<file path="src/rtl/min_priority_queue_macros.svh">
// ---------------------------------------------------------------------------
// min_priority_queue_macros.svh
// assertion macros used by the priority queue rtl
// ---------------------------------------------------------------------------
`ifndef MIN_PRIORITY_QUEUE_MACROS_SVH
`define MIN_PRIORITY_QUEUE_MACROS_SVH

// property checked at every clock edge outside reset
`define MPQ_ASSERT(lbl, prop) \
  lbl: assert property (@(posedge clk) disable iff (rst) (prop)) \
    else $error("priority queue check failed");

// implication: antecedent now, consequent in the next cycle
`define MPQ_ASSERT_NEXT(lbl, ante, cons) \
  lbl: assert property (@(posedge clk) disable iff (rst) (ante) |=> (cons)) \
    else $error("priority queue sequence check failed");

`endif

</file>
<file path="src/rtl/mpq_pkg.sv">
// ---------------------------------------------------------------------------
// mpq_pkg
// constants, codes and types of the min priority queue
// ---------------------------------------------------------------------------
package mpq_pkg;

  localparam int CAPACITY  = 16;
  localparam int KEY_WIDTH = 32;
  localparam int COUNT_W   = $clog2(CAPACITY + 1);
  localparam int OUT_W     = 32;

  // operation codes
  localparam logic MODE_PUSH = 1'b0;
  localparam logic MODE_POP  = 1'b1;

  // error codes
  localparam logic [1:0] ERR_OK        = 2'd0;
  localparam logic [1:0] ERR_POP_EMPTY = 2'd1;
  localparam logic [1:0] ERR_PUSH_FULL = 2'd2;

  // contents of one cell
  typedef struct packed {
    logic                        valid;
    logic signed [KEY_WIDTH-1:0] key;
  } slot_t;

  // command broadcast to every cell
  typedef struct packed {
    logic                        push;
    logic                        pop;
    logic signed [KEY_WIDTH-1:0] key;
  } cmd_t;

endpackage

</file>
<file path="src/rtl/mpq_req_if.sv">
// ---------------------------------------------------------------------------
// mpq_req_if
// request channel: push or pop with a key
// ---------------------------------------------------------------------------
interface mpq_req_if;
  logic                                 valid;
  logic                                 ready;
  logic                                 mode;
  logic signed [mpq_pkg::OUT_W-1:0]     key_in;

  modport source (output valid, output mode, output key_in, input ready);
  modport sink   (input valid, input mode, input key_in, output ready);
endinterface

</file>
<file path="src/rtl/mpq_rsp_if.sv">
// ---------------------------------------------------------------------------
// mpq_rsp_if
// response channel: popped key, head key, count and status
// ---------------------------------------------------------------------------
interface mpq_rsp_if;
  logic                              valid;
  logic                              ready;
  logic signed [mpq_pkg::OUT_W-1:0]  popped_key;
  logic signed [mpq_pkg::OUT_W-1:0]  smallest_key;
  logic [mpq_pkg::COUNT_W-1:0]       held_count;
  logic                              is_empty;
  logic [1:0]                        error_code;

  modport source (output valid, output popped_key, output smallest_key,
                  output held_count, output is_empty, output error_code,
                  input ready);
  modport sink   (input valid, input popped_key, input smallest_key,
                  input held_count, input is_empty, input error_code,
                  output ready);
endinterface

</file>
<file path="src/rtl/mpq_cell.sv">
// ---------------------------------------------------------------------------
// mpq_cell
// one slot of the sorted row; shifts right on push, left on pop
// ---------------------------------------------------------------------------
module mpq_cell (
  input  logic           clk,
  input  logic           rst,
  input  mpq_pkg::cmd_t  cmd,
  input  mpq_pkg::slot_t left,
  input  logic           left_gt,
  input  mpq_pkg::slot_t right,
  output mpq_pkg::slot_t slot,
  output logic           gt
);

  mpq_pkg::slot_t slot_next;

  // this slot is free or holds a key above the pushed one
  assign gt = !slot.valid || (slot.key > cmd.key);

  // next contents
  always_comb begin
    slot_next = slot;
    if (cmd.push) begin
      if (gt) begin
        if (left_gt) begin
          slot_next = left;
        end else begin
          slot_next.valid = 1'b1;
          slot_next.key   = cmd.key;
        end
      end
    end else if (cmd.pop) begin
      slot_next = right;
    end
  end

  // occupancy flag is reset, the key payload is not
  always_ff @(posedge clk) begin
    if (rst) begin
      slot.valid <= 1'b0;
    end else begin
      slot.valid <= slot_next.valid;
    end
    slot.key <= slot_next.key;
  end

endmodule

</file>
<file path="src/rtl/min_priority_queue.sv">
// ---------------------------------------------------------------------------
// min_priority_queue
// bounded min priority queue built as a sorted row of cells
// ---------------------------------------------------------------------------
// The queue holds up to CAPACITY signed keys in a row of cells kept in
// ascending order, the smallest at the head. A push compares the new key
// against every cell at once and each cell above the insertion point shifts
// one place along; a pop takes the head and the whole row shifts back. One
// request beat is taken per cycle, and its response beat appears in the
// output register on the next cycle; the request side stalls only while that
// register is full and not drained. A pop on an empty queue returns zero with
// error code 1, a push on a full queue drops the key with error code 2.
// No clearing pass runs after reset.
// ---------------------------------------------------------------------------
`include "min_priority_queue_macros.svh"

module min_priority_queue (
  input  logic       clk,
  input  logic       rst,
  mpq_req_if.sink    req,
  mpq_rsp_if.source  rsp
);

  localparam int N = mpq_pkg::CAPACITY;

  mpq_pkg::slot_t               slots [N];
  logic [N-1:0]                 gts;
  logic [N-1:0]                 valid_vec;
  mpq_pkg::cmd_t                cmd;
  logic [mpq_pkg::COUNT_W-1:0]  count;
  logic [mpq_pkg::COUNT_W-1:0]  count_next;
  logic                         accept;
  logic                         full;
  logic                         empty;
  logic [1:0]                   err;
  logic signed [mpq_pkg::KEY_WIDTH-1:0] new_key;
  logic signed [mpq_pkg::KEY_WIDTH-1:0] head_next;
  logic signed [mpq_pkg::KEY_WIDTH-1:0] popped;

  // handshake
  assign accept    = req.valid && req.ready;
  assign req.ready = !rsp.valid || rsp.ready;

  assign full    = (count == mpq_pkg::COUNT_W'(N));
  assign empty   = (count == '0);
  assign new_key = req.key_in[mpq_pkg::KEY_WIDTH-1:0];

  // command to the row
  always_comb begin
    cmd.push = accept && (req.mode == mpq_pkg::MODE_PUSH) && !full;
    cmd.pop  = accept && (req.mode == mpq_pkg::MODE_POP) && !empty;
    cmd.key  = new_key;
  end

  // row of cells
  for (genvar i = 0; i < N; i++) begin : g_cell
    mpq_pkg::slot_t l_slot;
    mpq_pkg::slot_t r_slot;
    logic           l_gt;

    if (i == 0) begin : g_head
      assign l_slot = '0;
      assign l_gt   = 1'b0;
    end else begin : g_mid
      assign l_slot = slots[i-1];
      assign l_gt   = gts[i-1];
    end

    if (i == N - 1) begin : g_tail
      assign r_slot = '0;
    end else begin : g_body
      assign r_slot = slots[i+1];
    end

    mpq_cell u_cell (
      .clk     (clk),
      .rst     (rst),
      .cmd     (cmd),
      .left    (l_slot),
      .left_gt (l_gt),
      .right   (r_slot),
      .slot    (slots[i]),
      .gt      (gts[i])
    );

    assign valid_vec[i] = slots[i].valid;
  end

  // step result: count, head after the step, error
  always_comb begin
    count_next = count;
    head_next  = slots[0].valid ? slots[0].key : '0;
    popped     = '0;
    err        = mpq_pkg::ERR_OK;
    if (req.mode == mpq_pkg::MODE_PUSH) begin
      if (full) begin
        err = mpq_pkg::ERR_PUSH_FULL;
      end else begin
        count_next = count + 1'b1;
        if (!slots[0].valid || (new_key < slots[0].key)) begin
          head_next = new_key;
        end
      end
    end else begin
      if (empty) begin
        err = mpq_pkg::ERR_POP_EMPTY;
      end else begin
        count_next = count - 1'b1;
        popped     = slots[0].key;
        head_next  = slots[1].valid ? slots[1].key : '0;
      end
    end
  end

  // key count
  always_ff @(posedge clk) begin
    if (rst) begin
      count <= '0;
    end else if (accept) begin
      count <= count_next;
    end
  end

  // response valid
  always_ff @(posedge clk) begin
    if (rst) begin
      rsp.valid <= 1'b0;
    end else if (accept) begin
      rsp.valid <= 1'b1;
    end else if (rsp.ready) begin
      rsp.valid <= 1'b0;
    end
  end

  // response payload
  always_ff @(posedge clk) begin
    if (accept) begin
      rsp.popped_key   <= mpq_pkg::OUT_W'(popped);
      rsp.smallest_key <= mpq_pkg::OUT_W'(head_next);
      rsp.held_count   <= count_next;
      rsp.is_empty     <= (count_next == '0);
      rsp.error_code   <= err;
    end
  end

  // checks
  `MPQ_ASSERT(a_count_matches, count == mpq_pkg::COUNT_W'($countones(valid_vec)))
  `MPQ_ASSERT(a_valid_packed, (valid_vec & (valid_vec + 1'b1)) == '0)
  `MPQ_ASSERT_NEXT(a_pop_empty_err, accept && (req.mode == mpq_pkg::MODE_POP) && empty, rsp.valid && (rsp.error_code == mpq_pkg::ERR_POP_EMPTY))
  for (genvar j = 0; j < N - 1; j++) begin : g_chk
    `MPQ_ASSERT(a_sorted, !slots[j+1].valid || (slots[j].key <= slots[j+1].key))
  end

endmodule

</file>
<file path="src/flat_wrapper.sv">
// flat-port wrapper written by rule: the top's interface ports become plain ports
module min_priority_queue_flat 
  (clk, rst, req_valid, req_mode, req_key_in, req_ready, rsp_valid, rsp_popped_key, rsp_smallest_key, rsp_held_count, rsp_is_empty, rsp_error_code, rsp_ready);
  mpq_req_if req_i ();
  mpq_rsp_if rsp_i ();
  input  logic clk;
  input  logic rst;
  input wire logic [$bits(req_i.valid)-1:0] req_valid;
  input wire logic [$bits(req_i.mode)-1:0] req_mode;
  input wire logic [$bits(req_i.key_in)-1:0] req_key_in;
  output wire logic [$bits(req_i.ready)-1:0] req_ready;
  output wire logic [$bits(rsp_i.valid)-1:0] rsp_valid;
  output wire logic [$bits(rsp_i.popped_key)-1:0] rsp_popped_key;
  output wire logic [$bits(rsp_i.smallest_key)-1:0] rsp_smallest_key;
  output wire logic [$bits(rsp_i.held_count)-1:0] rsp_held_count;
  output wire logic [$bits(rsp_i.is_empty)-1:0] rsp_is_empty;
  output wire logic [$bits(rsp_i.error_code)-1:0] rsp_error_code;
  input wire logic [$bits(rsp_i.ready)-1:0] rsp_ready;
  assign req_i.valid = req_valid;
  assign req_i.mode = req_mode;
  assign req_i.key_in = req_key_in;
  assign req_ready = req_i.ready;
  assign rsp_valid = rsp_i.valid;
  assign rsp_popped_key = rsp_i.popped_key;
  assign rsp_smallest_key = rsp_i.smallest_key;
  assign rsp_held_count = rsp_i.held_count;
  assign rsp_is_empty = rsp_i.is_empty;
  assign rsp_error_code = rsp_i.error_code;
  assign rsp_i.ready = rsp_ready;
  min_priority_queue u_core (.clk(clk), .rst(rst), .req(req_i), .rsp(rsp_i));
endmodule
</file>
<file path="config.mk">
export PLATFORM = sky130hd
export DESIGN_NAME = min_priority_queue_flat
export DESIGN_NICKNAME = d
export VERILOG_FILES = /design/src/rtl/mpq_pkg.sv /design/src/rtl/mpq_req_if.sv /design/src/rtl/mpq_rsp_if.sv /design/src/rtl/mpq_cell.sv /design/src/rtl/min_priority_queue.sv /design/src/flat_wrapper.sv
export VERILOG_INCLUDE_DIRS = /design/src /design/src/rtl
export SDC_FILE = /design/constraint.sdc
export NUM_CORES = 2
export LEC_CHECK = 0
export BUFFER_PORTS_ARGS = -buffer_cell sky130_fd_sc_hd__buf_2
export CELL_PAD_IN_SITES_DETAIL_PLACEMENT = 1
export CELL_PAD_IN_SITES_GLOBAL_PLACEMENT = 1
export CORE_MARGIN = 2
export CORE_UTILIZATION = 45
export CTS_CLUSTER_SIZE = 12
export DETAILED_ROUTE_END_ITERATION = 6
export PLACE_DENSITY = 0.83
export SYNTH_ARGS = -nofsm -noshare
export SYNTH_HDL_FRONTEND = slang
export SYNTH_SLANG_ARGS = --single-unit
</file>
<file path="constraint.sdc">
create_clock -name clk -period 6.8 [get_ports clk]
set_clock_uncertainty 0.1 [all_clocks]
set_input_delay 0.68 -clock clk [delete_from_list [all_inputs] [get_ports clk]]
set_output_delay 0.68 -clock clk [all_outputs]
set_load 0.005 [all_outputs]
</file>
==> metrics.txt <==
drt drc 0; setup bufs post-CTS 0; Initial Util 45.2%; LEAKAGE 17.7 nW; unrepaired setup endpoints after global routing no; Synth warnings 0; die height 304 µm; Final Max Tran Viols 0; most common cell after layout, fill and taps aside nand2_1; Setup crit end kind flop; Core Region around 0.090 mm²; die width between 300 and 400 µm; WL final 148000 µm; # hold bufs at CTS 0; Critical Path Source Type primary input; Via density 6.79; crit path DAT 4.82 ns; DRT Pass-1 Iters 6; CTS tree done; dpl cells 5185; synthesized cell area between 0.04 and 0.05 mm²; DRT iter0 DRCs 4055; Yosys cell types 66; Max Clk Rate about 220 MHz; CP max FO 33; Wirelength per Cell 27.8 µm; root buffer cell clkbuf_16; Pwr Density ~260 mW/mm²; fin cells between 5000 and 6000; WP data required around 7 ns; post-synth top area cell edfxtp_1; Synth top area share approximately 43%; main flop type after synthesis edfxtp_1; antenna-violating nets left 0; met3 usage 5.29%; CP Class in -> reg; largest vdd supply drop about 210 µV; outcome complete, no violations; Clock transition at path regs ~0.060 ns; Tmin final 4.58 ns; via count 36100; Setup-failing EPs final 0; post-synthesis sequential area ratio between 40% and 50%; Post-synth EDFFs around 600; clock buffer depth 3; DPL Wire Length roughly 110000 µm; fin crit share 67.3%; FF+latch count, synth between 600 and 700; initial antenna violation count 5; row count 110; clock buffer count from CTS 72; die footprint ~0.092 mm²; gr ovfl total 0; Max Cap Viol 0; layout cells sized above 1 8.61%; PostCTS Resize Cnt 0; slew at the pin closest to its max-slew limit approximately 1.3 ns; Async SR Flop Fraction 0%; met1 Use GR around 42%; fillers approximately 10000; Hold Crit Class in -> reg; first-pass GRT wire length between 200000 and 250000 µm; syn_nets ~4600; gr busiest metal met2; vias in the first global route 37100; num ports between 100 and 150; pin count of the biggest net entering global routing 220; relative slew slack around 17%; GRT Overall Usage 31.4%; Avg Synthesized Cell Area a little under 10 µm²; final hold vios 0; final setup TNS 0 ns; Post-Syn Instances between 4000 and 5000; P&R area growth vs syn 10.1%; top post-synthesis cells by area edfxtp_1 (43%), ha_1 (16%), o211ai_1 (7.3%); Worst-Skew Late Latency 0.66 ns; final RePlAce weighted congestion slightly above 0.9; most frequent cells in the layout nand2_1 (745), edfxtp_1 (584), ha_1 (514); I/O Buffers 110; M2 GR Usage between 40% and 50%; Final #Nets around 4600; H-tree depth 3; clock sink total just over 600
## path summary, 6_finish.rpt
path                                                  startpoint                          endpoint  slack (ns)  cells after the start
worst max-delay path                              req_key_in[21]  u_core.g_cell[14].u_cell.slot[5]        2.22                     12
worst min-delay path                                   req_valid                  u_core.rsp.valid        0.18                      3
worst max register to register  u_core.g_cell[0].u_cell.slot[30]  u_core.g_cell[0].u_cell.slot[27]        2.23                     11
worst min register to register                  u_core.rsp.valid                  u_core.rsp.valid        0.44                      2
## cell usage after synthesis (5+ instances only)
| cell | number |
|---|---|
| clkbuf_1 | 209 |
| o211a_1 | 11 |
| and2_1 | 36 |
| nor4_1 | 21 |
| inv_1 | 63 |
| o221a_2 | 33 |
| ha_1 | 514 |
| nor3_1 | 29 |
| a32o_1 | 11 |
| mux2i_1 | 66 |
| buf_6 | 7 |
| a221oi_1 | 12 |
| o2bb2ai_1 | 6 |
| o21ai_0 | 94 |
| buf_2 | 10 |
| nand4_1 | 109 |
| a211oi_1 | 30 |
| a2111oi_0 | 9 |
| o22ai_1 | 10 |
| nand2b_1 | 5 |
| nor2b_1 | 31 |
| o211ai_1 | 395 |
| a21boi_0 | 8 |
| edfxtp_1 | 584 |
| a21o_1 | 40 |
| nand2_1 | 746 |
| o221ai_1 | 12 |
| buf_1 | 50 |
| or4_1 | 8 |
| o31a_1 | 5 |
| a221o_1 | 35 |
| dfxtp_1 | 22 |
| nand3_1 | 426 |
| a21oi_1 | 267 |
| o21a_1 | 18 |
| nor2_1 | 105 |
## power breakdown
group          leakage [nW]  internal [mW]  switching (mW)  total [mW]
clock                  1.13           2.21            1.72        3.93
sequential             5.78           4.72           0.480        5.20
combinational          10.8          0.930            1.73        2.66
## cells by family (layout without fill, tap and decap cells)
kind of cell,after synthesis,in the layout,synth area share (%)
other cells,0,3,0
xor+xnor,2,2,0.0432
simple gates,1538,1538,17.2
mux,66,66,1.63
flops,606,606,44.3
fa+ha+maj,514,514,15.9
compound gates,1023,1023,17.6
buf+inv,343,388,3.36
## registers in the layout (all words and copies together) (netlist names)
register                   cells
u_core.rsp.is_empty            1
u_core.rsp.valid               1
u_core.rsp.popped_key         32
u_core.rsp.error_code          2
u_core.rsp.smallest_key       32
u_core.count                   5
u_core.g_cell.u_cell.slot    528
u_core.rsp.held_count          5
## worst max-delay path, stage by stage
cell	delay, ns
buf_2	0.13
inv_1	0.48
ha_1	0.38
a21o_1	0.19
nand3_1	0.07
a21oi_1	0.07
a2111oi_0	0.76
o21ai_0	0.41
o2111ai_4	0.27
buf_4	0.55
a21o_1	0.51
buf_12	0.25
## metrics by stage
stage / cell area [µm²] / setup slack (ns) / total power, mW / util, % / hold slack [ns]
after detailed placement: 42300 / 1.69 / 7.81 / 47.2 / 0.440
after CTS: 44600 / 2.35 / 11.7 / 49.8 / 0.160
after global placement: 42300 / 1.84 / 7.62 / 47.2 / 0.418
after floorplan: 40500 / 1.06 / 6.76 / - / 0.387
after global routing: 44600 / 2.11 / 12.2 / 49.8 / 0.202
final: 44600 / 2.22 / 11.8 / 49.8 / 0.178
## cell type report
type,instances,area (µm²),share of cell area [%]
multi-input cells,3143,21400,47.8
diodes,3,7.51,0.0168
inverters,64,241,0.541
flip-flops and latches,606,18000,40.3
well taps,1176,1470,3.30
repair buffers,196,1270,2.85
clock inverters,34,388,0.869
clock buffers,94,1920,4.31
## routing by layer
metal	wire [µm]	vias up
met2	67200	1861
met4	6900	0
met3	11700	413
met1	62100	18100
met5	0	-
li1	-	15800
Note: power is estimated with default switching activity, not from simulation.
